===== src/assert_macros.svh =====
// assertion helpers shared by the wav to pwm block
// every user must have clk and rst_n in scope
`ifndef ASSERT_MACROS_SVH
`define ASSERT_MACROS_SVH

// property checked on every rising clock edge outside reset
`define WSP_ASSERT(lbl, prop, msg) \
  lbl: assert property (@(posedge clk) disable iff (!rst_n) prop) else $error(msg);

// antecedent on one edge, consequent on the next edge
`define WSP_ASSERT_NEXT(lbl, ante, cons, msg) \
  lbl: assert property (@(posedge clk) disable iff (!rst_n) (ante) |=> (cons)) else $error(msg);

`endif


===== src/wsp_pkg.sv =====
`timescale 1ns / 1ps
// ----------------------------------------------------------------------------
// wsp_pkg
// Shared types and constants of the wav stream to pwm converter.
// ----------------------------------------------------------------------------
package wsp_pkg;

  // input word function codes
  localparam logic [1:0] FUNC_NEXT = 2'd0;
  localparam logic [1:0] FUNC_NEW  = 2'd1;
  localparam logic [1:0] FUNC_END  = 2'd2;

  // pwm level for silence
  localparam logic [7:0] PWM_MIDPOINT = 8'd128;

  // header tags, first byte in the top lane
  localparam logic [31:0] TAG_RIFF = 32'h5249_4646;
  localparam logic [31:0] TAG_WAVE = 32'h5741_5645;
  localparam logic [31:0] TAG_DATA = 32'h6461_7461;

  // byte positions inside the fixed header
  localparam logic [5:0] POS_RIFF_LAST = 6'd3;
  localparam logic [5:0] POS_WAVE_LAST = 6'd11;
  localparam logic [5:0] POS_FMT       = 6'd20;
  localparam logic [5:0] POS_CHAN      = 6'd22;
  localparam logic [5:0] POS_RATE      = 6'd24;
  localparam logic [5:0] POS_BRATE     = 6'd28;
  localparam logic [5:0] POS_ALIGN     = 6'd32;
  localparam logic [5:0] POS_BITS      = 6'd34;
  localparam logic [5:0] POS_HDR_LAST  = 6'd35;
  localparam logic [5:0] POS_SIZE_LAST = 6'd3;

  // header values that mark wide samples and stereo
  localparam logic [15:0] BITS_WIDE    = 16'd16;
  localparam logic [15:0] CHAN_STEREO  = 16'd2;

  typedef enum logic [2:0] {
    PH_IDLE,
    PH_HEADER,
    PH_SEARCH,
    PH_SIZE,
    PH_PLAY,
    PH_STOP
  } phase_t;

  typedef enum logic [1:0] {
    KIND_FORMAT,
    KIND_SAMPLE,
    KIND_ERROR,
    KIND_END
  } kind_t;

  // format values read from the header
  typedef struct packed {
    logic [15:0] format_code;
    logic [15:0] channels;
    logic [15:0] bits;
    logic [31:0] sample_rate;
    logic [31:0] byte_rate;
    logic [15:0] block_align;
    logic [31:0] data_size;
  } hdr_t;

  // result produced by one processed word
  typedef struct packed {
    logic       valid;
    kind_t      kind;
    logic [7:0] pwm;
  } emit_t;

endpackage


===== src/wsp_in_if.sv =====
`timescale 1ns / 1ps
// ----------------------------------------------------------------------------
// wsp_in_if
// Byte stream channel into the converter.
// ----------------------------------------------------------------------------
interface wsp_in_if;
  logic       valid;
  logic       ready;
  logic [1:0] func;
  logic [7:0] file_byte;

  modport source (output valid, output func, output file_byte, input ready);
  modport sink   (input valid, input func, input file_byte, output ready);
endinterface


===== src/wsp_out_if.sv =====
`timescale 1ns / 1ps
// ----------------------------------------------------------------------------
// wsp_out_if
// Result channel out of the converter.
// ----------------------------------------------------------------------------
interface wsp_out_if;
  logic        valid;
  logic        ready;
  logic [1:0]  kind;
  logic [7:0]  pulse_width;
  logic [15:0] format_code;
  logic [15:0] channel_count;
  logic [15:0] sample_bits;
  logic [31:0] sample_rate;
  logic [31:0] byte_rate;
  logic [15:0] block_align;
  logic [31:0] data_size;

  modport source (
    output valid, output kind, output pulse_width, output format_code,
    output channel_count, output sample_bits, output sample_rate,
    output byte_rate, output block_align, output data_size, input ready
  );
  modport sink (
    input valid, input kind, input pulse_width, input format_code,
    input channel_count, input sample_bits, input sample_rate,
    input byte_rate, input block_align, input data_size, output ready
  );
endinterface


===== src/wsp_level.sv =====
`timescale 1ns / 1ps
// ----------------------------------------------------------------------------
// wsp_level
// Sample to pwm level conversion and stereo mixing.
// ----------------------------------------------------------------------------
module wsp_level (
  input  logic       wide,
  input  logic [7:0] low_byte,
  input  logic [7:0] file_byte,
  input  logic [7:0] first_level,
  output logic [7:0] level,
  output logic [7:0] mix
);

  logic [15:0] sample;
  logic [15:0] neg;
  logic [8:0]  sum;

  // 8-bit samples pass through; a signed 16-bit sample is divided by 256 toward zero, offset to midpoint
  always_comb begin
    sample = {file_byte, low_byte};
    neg    = 16'(~sample + 16'd1);
    if (!wide) begin
      level = file_byte;
    end else if (sample[15]) begin
      level = 8'(wsp_pkg::PWM_MIDPOINT - neg[15:8]);
    end else begin
      level = 8'(wsp_pkg::PWM_MIDPOINT + sample[15:8]);
    end
  end

  // floored mean of both channels
  assign sum = {1'b0, first_level} + {1'b0, level};
  assign mix = sum[8:1];

endmodule


===== src/wsp_ctrl.sv =====
`timescale 1ns / 1ps
// ----------------------------------------------------------------------------
// wsp_ctrl
// Header parser, data tag search and frame assembly for one word per cycle while step is high.
// ----------------------------------------------------------------------------
`include "assert_macros.svh"

module wsp_ctrl (
  input  logic              clk,
  input  logic              rst_n,
  input  logic              step,
  input  logic [1:0]        func,
  input  logic [7:0]        file_byte,
  output wsp_pkg::emit_t    emit,
  output wsp_pkg::hdr_t     hdr
);

  wsp_pkg::phase_t phase_r, phase_nxt;
  logic [5:0]      hpos_r, hpos_nxt;
  logic [31:0]     win_r, win_nxt;
  wsp_pkg::hdr_t   hdr_r, hdr_nxt;
  logic [7:0]      low_r, low_nxt;
  logic [7:0]      first_r, first_nxt;
  logic [1:0]      frame_r, frame_nxt;

  logic [31:0] win_shift;
  logic        wide;
  logic        stereo;
  logic [1:0]  frame_last;
  logic [7:0]  level;
  logic [7:0]  mix;

  assign win_shift = {win_r[23:0], file_byte};
  assign wide      = (hdr_r.bits == wsp_pkg::BITS_WIDE);
  assign stereo    = (hdr_r.channels == wsp_pkg::CHAN_STEREO);
  assign hdr       = hdr_r;

  // last byte position of a frame
  always_comb begin
    unique case ({stereo, wide})
      2'b00:   frame_last = 2'd0;
      2'b01:   frame_last = 2'd1;
      2'b10:   frame_last = 2'd1;
      default: frame_last = 2'd3;
    endcase
  end

  wsp_level u_level (
    .wide        (wide),
    .low_byte    (low_r),
    .file_byte   (file_byte),
    .first_level (first_r),
    .level       (level),
    .mix         (mix)
  );

  // next state and result for the word being processed
  always_comb begin
    phase_nxt  = phase_r;
    hpos_nxt   = hpos_r;
    win_nxt    = win_r;
    hdr_nxt    = hdr_r;
    low_nxt    = low_r;
    first_nxt  = first_r;
    frame_nxt  = frame_r;
    emit.valid = 1'b0;
    emit.kind  = wsp_pkg::KIND_FORMAT;
    emit.pwm   = 8'd0;
    if (step) begin
      unique case (func)
        wsp_pkg::FUNC_NEW: begin
          // byte 0 of a new file, everything else cleared
          phase_nxt = wsp_pkg::PH_HEADER;
          hpos_nxt  = 6'd1;
          win_nxt   = {24'd0, file_byte};
          hdr_nxt   = '0;
          low_nxt   = 8'd0;
          first_nxt = 8'd0;
          frame_nxt = 2'd0;
        end
        wsp_pkg::FUNC_END: begin
          unique case (phase_r)
            wsp_pkg::PH_HEADER, wsp_pkg::PH_SEARCH, wsp_pkg::PH_SIZE: begin
              phase_nxt  = wsp_pkg::PH_STOP;
              emit.valid = 1'b1;
              emit.kind  = wsp_pkg::KIND_ERROR;
            end
            wsp_pkg::PH_PLAY: begin
              phase_nxt  = wsp_pkg::PH_STOP;
              frame_nxt  = 2'd0;
              emit.valid = 1'b1;
              emit.kind  = wsp_pkg::KIND_END;
              emit.pwm   = wsp_pkg::PWM_MIDPOINT;
            end
            default: begin
            end
          endcase
        end
        wsp_pkg::FUNC_NEXT: begin
          unique case (phase_r)
            wsp_pkg::PH_HEADER: begin
              win_nxt = win_shift;
              if ((hpos_r == wsp_pkg::POS_RIFF_LAST && win_shift != wsp_pkg::TAG_RIFF) ||
                  (hpos_r == wsp_pkg::POS_WAVE_LAST && win_shift != wsp_pkg::TAG_WAVE)) begin
                phase_nxt  = wsp_pkg::PH_STOP;
                emit.valid = 1'b1;
                emit.kind  = wsp_pkg::KIND_ERROR;
              end else begin
                // little-endian fmt fields
                if (hpos_r >= wsp_pkg::POS_BITS) begin
                  hdr_nxt.bits[{hpos_r[0], 3'b000} +: 8] = file_byte;
                end else if (hpos_r >= wsp_pkg::POS_ALIGN) begin
                  hdr_nxt.block_align[{hpos_r[0], 3'b000} +: 8] = file_byte;
                end else if (hpos_r >= wsp_pkg::POS_BRATE) begin
                  hdr_nxt.byte_rate[{hpos_r[1:0], 3'b000} +: 8] = file_byte;
                end else if (hpos_r >= wsp_pkg::POS_RATE) begin
                  hdr_nxt.sample_rate[{hpos_r[1:0], 3'b000} +: 8] = file_byte;
                end else if (hpos_r >= wsp_pkg::POS_CHAN) begin
                  hdr_nxt.channels[{hpos_r[0], 3'b000} +: 8] = file_byte;
                end else if (hpos_r >= wsp_pkg::POS_FMT) begin
                  hdr_nxt.format_code[{hpos_r[0], 3'b000} +: 8] = file_byte;
                end
                if (hpos_r == wsp_pkg::POS_HDR_LAST) begin
                  phase_nxt = wsp_pkg::PH_SEARCH;
                  win_nxt   = 32'd0;
                  hpos_nxt  = 6'd0;
                end else begin
                  hpos_nxt = hpos_r + 6'd1;
                end
              end
            end
            wsp_pkg::PH_SEARCH: begin
              win_nxt = win_shift;
              if (win_shift == wsp_pkg::TAG_DATA) begin
                phase_nxt         = wsp_pkg::PH_SIZE;
                hpos_nxt          = 6'd0;
                hdr_nxt.data_size = 32'd0;
              end
            end
            wsp_pkg::PH_SIZE: begin
              hdr_nxt.data_size[{hpos_r[1:0], 3'b000} +: 8] = file_byte;
              if (hpos_r == wsp_pkg::POS_SIZE_LAST) begin
                hpos_nxt   = 6'd0;
                phase_nxt  = wsp_pkg::PH_PLAY;
                frame_nxt  = 2'd0;
                emit.valid = 1'b1;
                emit.kind  = wsp_pkg::KIND_FORMAT;
              end else begin
                hpos_nxt = hpos_r + 6'd1;
              end
            end
            wsp_pkg::PH_PLAY: begin
              if (wide && !frame_r[0]) begin
                low_nxt   = file_byte;
                frame_nxt = frame_r + 2'd1;
              end else if (frame_r < frame_last) begin
                first_nxt = level;
                frame_nxt = frame_r + 2'd1;
              end else begin
                frame_nxt  = 2'd0;
                emit.valid = 1'b1;
                emit.kind  = wsp_pkg::KIND_SAMPLE;
                emit.pwm   = stereo ? mix : level;
              end
            end
            default: begin
            end
          endcase
        end
        default: begin
        end
      endcase
    end
  end

  // state registers
  always_ff @(posedge clk) begin
    if (!rst_n) begin
      phase_r <= wsp_pkg::PH_IDLE;
      hpos_r  <= 6'd0;
      win_r   <= 32'd0;
      hdr_r   <= '0;
      low_r   <= 8'd0;
      first_r <= 8'd0;
      frame_r <= 2'd0;
    end else begin
      phase_r <= phase_nxt;
      hpos_r  <= hpos_nxt;
      win_r   <= win_nxt;
      hdr_r   <= hdr_nxt;
      low_r   <= low_nxt;
      first_r <= first_nxt;
      frame_r <= frame_nxt;
    end
  end

  `WSP_ASSERT(a_play_hpos_clear, (phase_r == wsp_pkg::PH_PLAY) |-> (hpos_r == 6'd0), "header position not cleared while playing")
  `WSP_ASSERT(a_narrow_mono_frame, (phase_r == wsp_pkg::PH_PLAY && !wide && !stereo) |-> (frame_r == 2'd0), "frame position moved for 8-bit mono")
  `WSP_ASSERT_NEXT(a_new_file_header, step && func == wsp_pkg::FUNC_NEW, phase_r == wsp_pkg::PH_HEADER && hpos_r == 6'd1, "new file did not start header parse")

endmodule


===== src/wav_stream_to_pwm_converter.sv =====
`timescale 1ns / 1ps
// ----------------------------------------------------------------------------
// wav_stream_to_pwm_converter
// Parses a WAV byte stream and turns its samples into 8-bit pwm levels.
// ----------------------------------------------------------------------------
// channel  | direction | payload
// in_if    | sink      | func, file_byte
// out_if   | source    | kind, pulse_width, format fields from the header
//
// one word accepted per cycle while results are taken; its result becomes valid once
// it has passed the input register and then the result register beside the parser state
// rst_n is synchronous; no clearing pass, the block is ready right after reset
// a stalled result holds the parser; one more word waits in the input register
// ----------------------------------------------------------------------------
`include "assert_macros.svh"

module wav_stream_to_pwm_converter (
  input  logic      clk,
  input  logic      rst_n,
  wsp_in_if.sink    in_if,
  wsp_out_if.source out_if
);

  logic           in_v_r, in_v_nxt;
  logic [1:0]     in_func_r;
  logic [7:0]     in_byte_r;
  logic           out_v_r, out_v_nxt;
  wsp_pkg::kind_t out_kind_r;
  logic [7:0]     out_pwm_r;
  logic           step;
  wsp_pkg::emit_t emit;
  wsp_pkg::hdr_t  hdr;

  // word in the input register moves on when the result slot is free
  assign step         = in_v_r && (!out_v_r || out_if.ready);
  assign in_if.ready  = !in_v_r || step;
  assign in_v_nxt     = in_if.valid || (in_v_r && !step);
  assign out_v_nxt    = step ? emit.valid : (out_v_r && !out_if.ready);

  wsp_ctrl u_ctrl (
    .clk       (clk),
    .rst_n     (rst_n),
    .step      (step),
    .func      (in_func_r),
    .file_byte (in_byte_r),
    .emit      (emit),
    .hdr       (hdr)
  );

  // valid flags
  always_ff @(posedge clk) begin
    if (!rst_n) begin
      in_v_r  <= 1'b0;
      out_v_r <= 1'b0;
    end else begin
      in_v_r  <= in_v_nxt;
      out_v_r <= out_v_nxt;
    end
  end

  // input and result payload
  always_ff @(posedge clk) begin
    if (in_if.ready) begin
      in_func_r <= in_if.func;
      in_byte_r <= in_if.file_byte;
    end
    if (step) begin
      out_kind_r <= emit.kind;
      out_pwm_r  <= emit.pwm;
    end
  end

  // header values are stable while a result waits
  assign out_if.valid         = out_v_r;
  assign out_if.kind          = out_kind_r;
  assign out_if.pulse_width   = out_pwm_r;
  assign out_if.format_code   = hdr.format_code;
  assign out_if.channel_count = hdr.channels;
  assign out_if.sample_bits   = hdr.bits;
  assign out_if.sample_rate   = hdr.sample_rate;
  assign out_if.byte_rate     = hdr.byte_rate;
  assign out_if.block_align   = hdr.block_align;
  assign out_if.data_size     = hdr.data_size;

  `WSP_ASSERT_NEXT(a_word_held, in_v_r && !step, in_v_r && $stable(in_func_r) && $stable(in_byte_r), "waiting word lost")
  `WSP_ASSERT_NEXT(a_result_kept, out_v_r && !out_if.ready, out_v_r && $stable(hdr), "header changed under a waiting result")

endmodule


===== src/flat_wrapper.sv =====
// flat-port wrapper written by rule: the top's interface ports become plain ports
module wav_stream_to_pwm_converter_flat 
  (clk, rst_n, in_if_valid, in_if_func, in_if_file_byte, in_if_ready, out_if_valid, out_if_kind, out_if_pulse_width, out_if_format_code, out_if_channel_count, out_if_sample_bits, out_if_sample_rate, out_if_byte_rate, out_if_block_align, out_if_data_size, out_if_ready);
  wsp_in_if in_if_i ();
  wsp_out_if out_if_i ();
  input  logic clk;
  input  logic rst_n;
  input wire logic [$bits(in_if_i.valid)-1:0] in_if_valid;
  input wire logic [$bits(in_if_i.func)-1:0] in_if_func;
  input wire logic [$bits(in_if_i.file_byte)-1:0] in_if_file_byte;
  output wire logic [$bits(in_if_i.ready)-1:0] in_if_ready;
  output wire logic [$bits(out_if_i.valid)-1:0] out_if_valid;
  output wire logic [$bits(out_if_i.kind)-1:0] out_if_kind;
  output wire logic [$bits(out_if_i.pulse_width)-1:0] out_if_pulse_width;
  output wire logic [$bits(out_if_i.format_code)-1:0] out_if_format_code;
  output wire logic [$bits(out_if_i.channel_count)-1:0] out_if_channel_count;
  output wire logic [$bits(out_if_i.sample_bits)-1:0] out_if_sample_bits;
  output wire logic [$bits(out_if_i.sample_rate)-1:0] out_if_sample_rate;
  output wire logic [$bits(out_if_i.byte_rate)-1:0] out_if_byte_rate;
  output wire logic [$bits(out_if_i.block_align)-1:0] out_if_block_align;
  output wire logic [$bits(out_if_i.data_size)-1:0] out_if_data_size;
  input wire logic [$bits(out_if_i.ready)-1:0] out_if_ready;
  assign in_if_i.valid = in_if_valid;
  assign in_if_i.func = in_if_func;
  assign in_if_i.file_byte = in_if_file_byte;
  assign in_if_ready = in_if_i.ready;
  assign out_if_valid = out_if_i.valid;
  assign out_if_kind = out_if_i.kind;
  assign out_if_pulse_width = out_if_i.pulse_width;
  assign out_if_format_code = out_if_i.format_code;
  assign out_if_channel_count = out_if_i.channel_count;
  assign out_if_sample_bits = out_if_i.sample_bits;
  assign out_if_sample_rate = out_if_i.sample_rate;
  assign out_if_byte_rate = out_if_i.byte_rate;
  assign out_if_block_align = out_if_i.block_align;
  assign out_if_data_size = out_if_i.data_size;
  assign out_if_i.ready = out_if_ready;
  wav_stream_to_pwm_converter u_core (.clk(clk), .rst_n(rst_n), .in_if(in_if_i), .out_if(out_if_i));
endmodule

===== config.mk =====
export PLATFORM = sky130hd
export DESIGN_NAME = wav_stream_to_pwm_converter_flat
export DESIGN_NICKNAME = d
export VERILOG_FILES = /design/src/wsp_pkg.sv /design/src/wsp_in_if.sv /design/src/wsp_out_if.sv /design/src/wsp_level.sv /design/src/wsp_ctrl.sv /design/src/wav_stream_to_pwm_converter.sv /design/src/flat_wrapper.sv
export VERILOG_INCLUDE_DIRS = /design/src /design/src/src
export SDC_FILE = /design/constraint.sdc
export NUM_CORES = 1
export LEC_CHECK = 0
export BUFFER_PORTS_ARGS = -buffer_cell sky130_fd_sc_hd__buf_2
export CORE_ASPECT_RATIO = 0.7
export CORE_UTILIZATION = 40
export CTS_CLUSTER_SIZE = 40
export DETAILED_ROUTE_END_ITERATION = 10
export PLACE_DENSITY = 0.66
export RECOVER_POWER = 100
export SYNTH_ARGS = -nofsm -noshare
export SYNTH_HDL_FRONTEND = slang
export SYNTH_SLANG_ARGS = --single-unit

===== constraint.sdc =====
create_clock -name clk -period 4.1 [get_ports clk]
set_input_delay 0.205 -clock clk [delete_from_list [all_inputs] [get_ports clk]]
set_output_delay 0.205 -clock clk [all_outputs]
set_load 0.05 [all_outputs]

==> results.txt <==
syn avg cell area -> 9.01 um^2
clk root buf -> clkbuf_16
Max Cap Viol -> 1
Seq/Total Area, Yosys -> 0.461
run status -> finished with violations
Layout Skew -> 21.8 ps
CP delay by family, top -> simple AND/OR/NAND/NOR gates
fin crit period -> 3860 ps
Setup violations, final -> 0
register area -> 4860 um^2
Top FF cell, synth -> dfxtp_1
pwr dens -> 385 nW/um^2
post-DP HPWL -> 20900 um
DR iter-0 viols -> 839
flop2flop setup slack -> 240 ps
synth-to-layout area growth -> 18.1%
Setup Buffers After CTS -> 0
final clock period utilization by the worst path -> 0.941
Critical Path Sink -> u_core.out_if.pulse_width[7]$_SDFFCE_PP0P_
#FFs+latches synth -> 233
Post-synth ARST share -> 0
WP depth -> 12
gpl congestion -> 0.889
worst-path fanout max -> 5
PortBufs -> 185
Buf/Inv on CP -> 0
unrepaired setup endpoints after global routing -> false
placed instance area -> 11800 um^2
H-tree lvl count -> 1
die height -> 138 um
CTS tree -> done
crit path launch -> u_core.u_ctrl.hdr[120]$_SDFFE_PN0P_
crit path cell chain -> or4_4, nor4_4, and2_0, mux2_2, fa_1, a21o_1, a21oi_1, o21bai_1, a21oi_1, o21bai_1, a211oi_1, o31ai_1
CP Launch Type -> register
Slew headroom -> -0.0969
Hold Slack -> 85.2 ps
die footprint -> 27000 um^2
remaining global-route overflow -> 0
most frequent cells after synthesis -> 213 x dfxtp_1, 127 x nand2_1, 114 x nand3_1
share of cells above drive strength 1 -> 0.0632
Remaining DRCs -> 0
Die W -> 196 um
TNS Setup -> 0 ps
maximum number of pins on one net before global-route repair -> 142
ranking of synthesized cells by area -> dfxtp_1 40%, a21boi_0 6.7%, nor2b_1 6.4%
clk sink count -> 233
Clock Latency Late Sink -> 540 ps
Worst VDD drop -> 0.266 mV
total CTS buffers -> 25
vias in the first global route -> 8478
Least-Margin Pin Slew -> 1630 ps
WL final -> 31300 um
Synth Net Count -> 1199
Layout Nets -> 1369
Wirelength per Cell -> 18.2 um
Final Cell Area -> 12500 um^2
first-pass GRT wire length -> 48100 um
share of the synthesized area in the top cell type -> 0.404
Clock Path Buffers -> 3
post-synthesis cell type count -> 70
Multi-input gate area -> 5320 um^2
r2r worst-path depth -> 12
final hold violations -> 0
Starting Density -> 0.409
Final ANT Viol Nets -> 0
Fmax -> 259 MHz
EDFF count, synth -> 20
Leak -> 3.98 nW
crit-path max cell delay -> 570 ps
Ports -> 186
Slew Limit Fails -> 17
routed vias -> 9400
CP max-delay cell -> or4_4
fill count -> 2608
drt via density -> 5.47
WP data arrival -> 4120 ps
Core ar. -> 25800 um^2
Hold WC Path Type -> in -> reg
drt pass-1 iters -> 5
Mapped Cells -> 1171
total track usage -> 0.225
Placement Rows -> 49
initial antenna violation count -> 0
Worst R2R Start -> u_core.u_ctrl.hdr[120]$_SDFFE_PN0P_
synth warn -> 0
Cell Area, Synth -> 10500 um^2
Reg clk slew, reported paths -> 60 ps
Worst Setup End Kind -> register
CP Class -> reg -> reg
failing checks -> max-capacitance violations, max-slew violations
Req. time, crit path -> 4370 ps
top-count cell post-synth -> dfxtp_1
R2R Path End -> u_core.out_if.pulse_width[7]$_SDFFCE_PP0P_
cell taking the most area after synthesis -> dfxtp_1
-- report_power, final --
group	switching (mW)	internal, mW
sequential	0.0249	2.31
clock	0.949	1.23
combinational	0.194	0.0905
-- worst min path at each step --
stage | startpoint | end | slack (ps) | cells after the start
6_report | out_if_ready | u_core.in_v_r$_SDFF_PN0_ | 90 | 4
5_1_grt | out_if_ready | u_core.in_v_r$_SDFF_PN0_ | 110 | 4
4_1_cts | out_if_ready | u_core.in_v_r$_SDFF_PN0_ | 70 | 4
3_5_place_dp | in_if_func[0] | u_core.in_func_r[0]$_DFFE_PN_ | 390 | 1
3_3_place_gp | in_if_file_byte[4] | u_core.in_byte_r[4]$_DFFE_PN_ | 380 | 1
2_1_floorplan | in_if_file_byte[0] | u_core.in_byte_r[0]$_DFFE_PN_ | 300 | 0
-- per-stage QoR --
stage	instances	utilization	power (mW)	setup WS, ps
2_1_floorplan	1171	-	2.57	323
3_3_place_gp	1660	0.458	2.66	415
3_5_place_dp	1660	0.458	2.66	371
4_1_cts	1717	0.493	4.84	340
5_1_grt	1717	0.483	4.96	41.0
6_report	1718	0.483	4.79	244
-- placed cells by master (no fill, tap or decap), drive strengths merged, types with 25 or more instances in the layout --
master  count
clkbuf    217
dfxtp     213
nand2     127
a21boi    116
nand3     115
nor2b     108
a22oi      61
nor2       47
nand2b     32
buf        29
a32oi      28
a21oi      25
-- state kept, by name, indices dropped and copies added (netlist names), 3 cells and up --
name,cells
u_core.u_ctrl.phase_r,3
u_core.u_ctrl.win_r,24
u_core.u_ctrl.hpos_r,6
u_core.in_byte_r,8
u_core.u_ctrl.low_r,8
u_core.u_ctrl.first_r,8
u_core.out_if.pulse_width,8
u_core.u_ctrl.hdr,160
-- cell families after synthesis --
group / Yosys count / synth area share
mux: 6 / 0.00581
simple gates: 514 / 0.261
compound gates: 302 / 0.211
flops: 233 / 0.461
xor+xnor: 14 / 0.0116
fa+ha+maj: 14 / 0.0173
buf+inv: 88 / 0.0325
-- worst register-to-register path, delay by kind of cell (launching register included) --
family / cells / cell delay (ps)
muxes: 1 / 420
AOI/OAI and AO/OA: 7 / 1160
and+or+nand+nor: 3 / 1230
adders and majority gates: 1 / 440
DFF: 1 / 330
-- area by class of cell --
| class | count | area share |
|---|---|---|
| multi-input cells | 850 | 0.427 |
| flip-flops and latches | 233 | 0.390 |
| repair buffers | 222 | 0.0802 |
| clock buffers | 35 | 0.0572 |
| well taps | 357 | 0.0359 |
| clock inverters | 11 | 0.00633 |
| inverters | 9 | 0.00271 |
| diodes | 1 | 0.000201 |
-- what timing repair did --
item / CTS / global route
setup endpoints to repair: 0 / 1
gates resized for setup: 0 / 1
hold buffers: 11 / 0
hold endpoints to repair: 11 / 0
-- layer usage --
layer  global-route usage  part of all wire  vias up
met1                0.325              0.48     4502
met4               0.0490             0.018        0
met2                0.334              0.42      295
met3               0.0586             0.082       47
met5                    0                 0        -
li1                     -                 -     4556
Power figures use the tool's default switching activity.
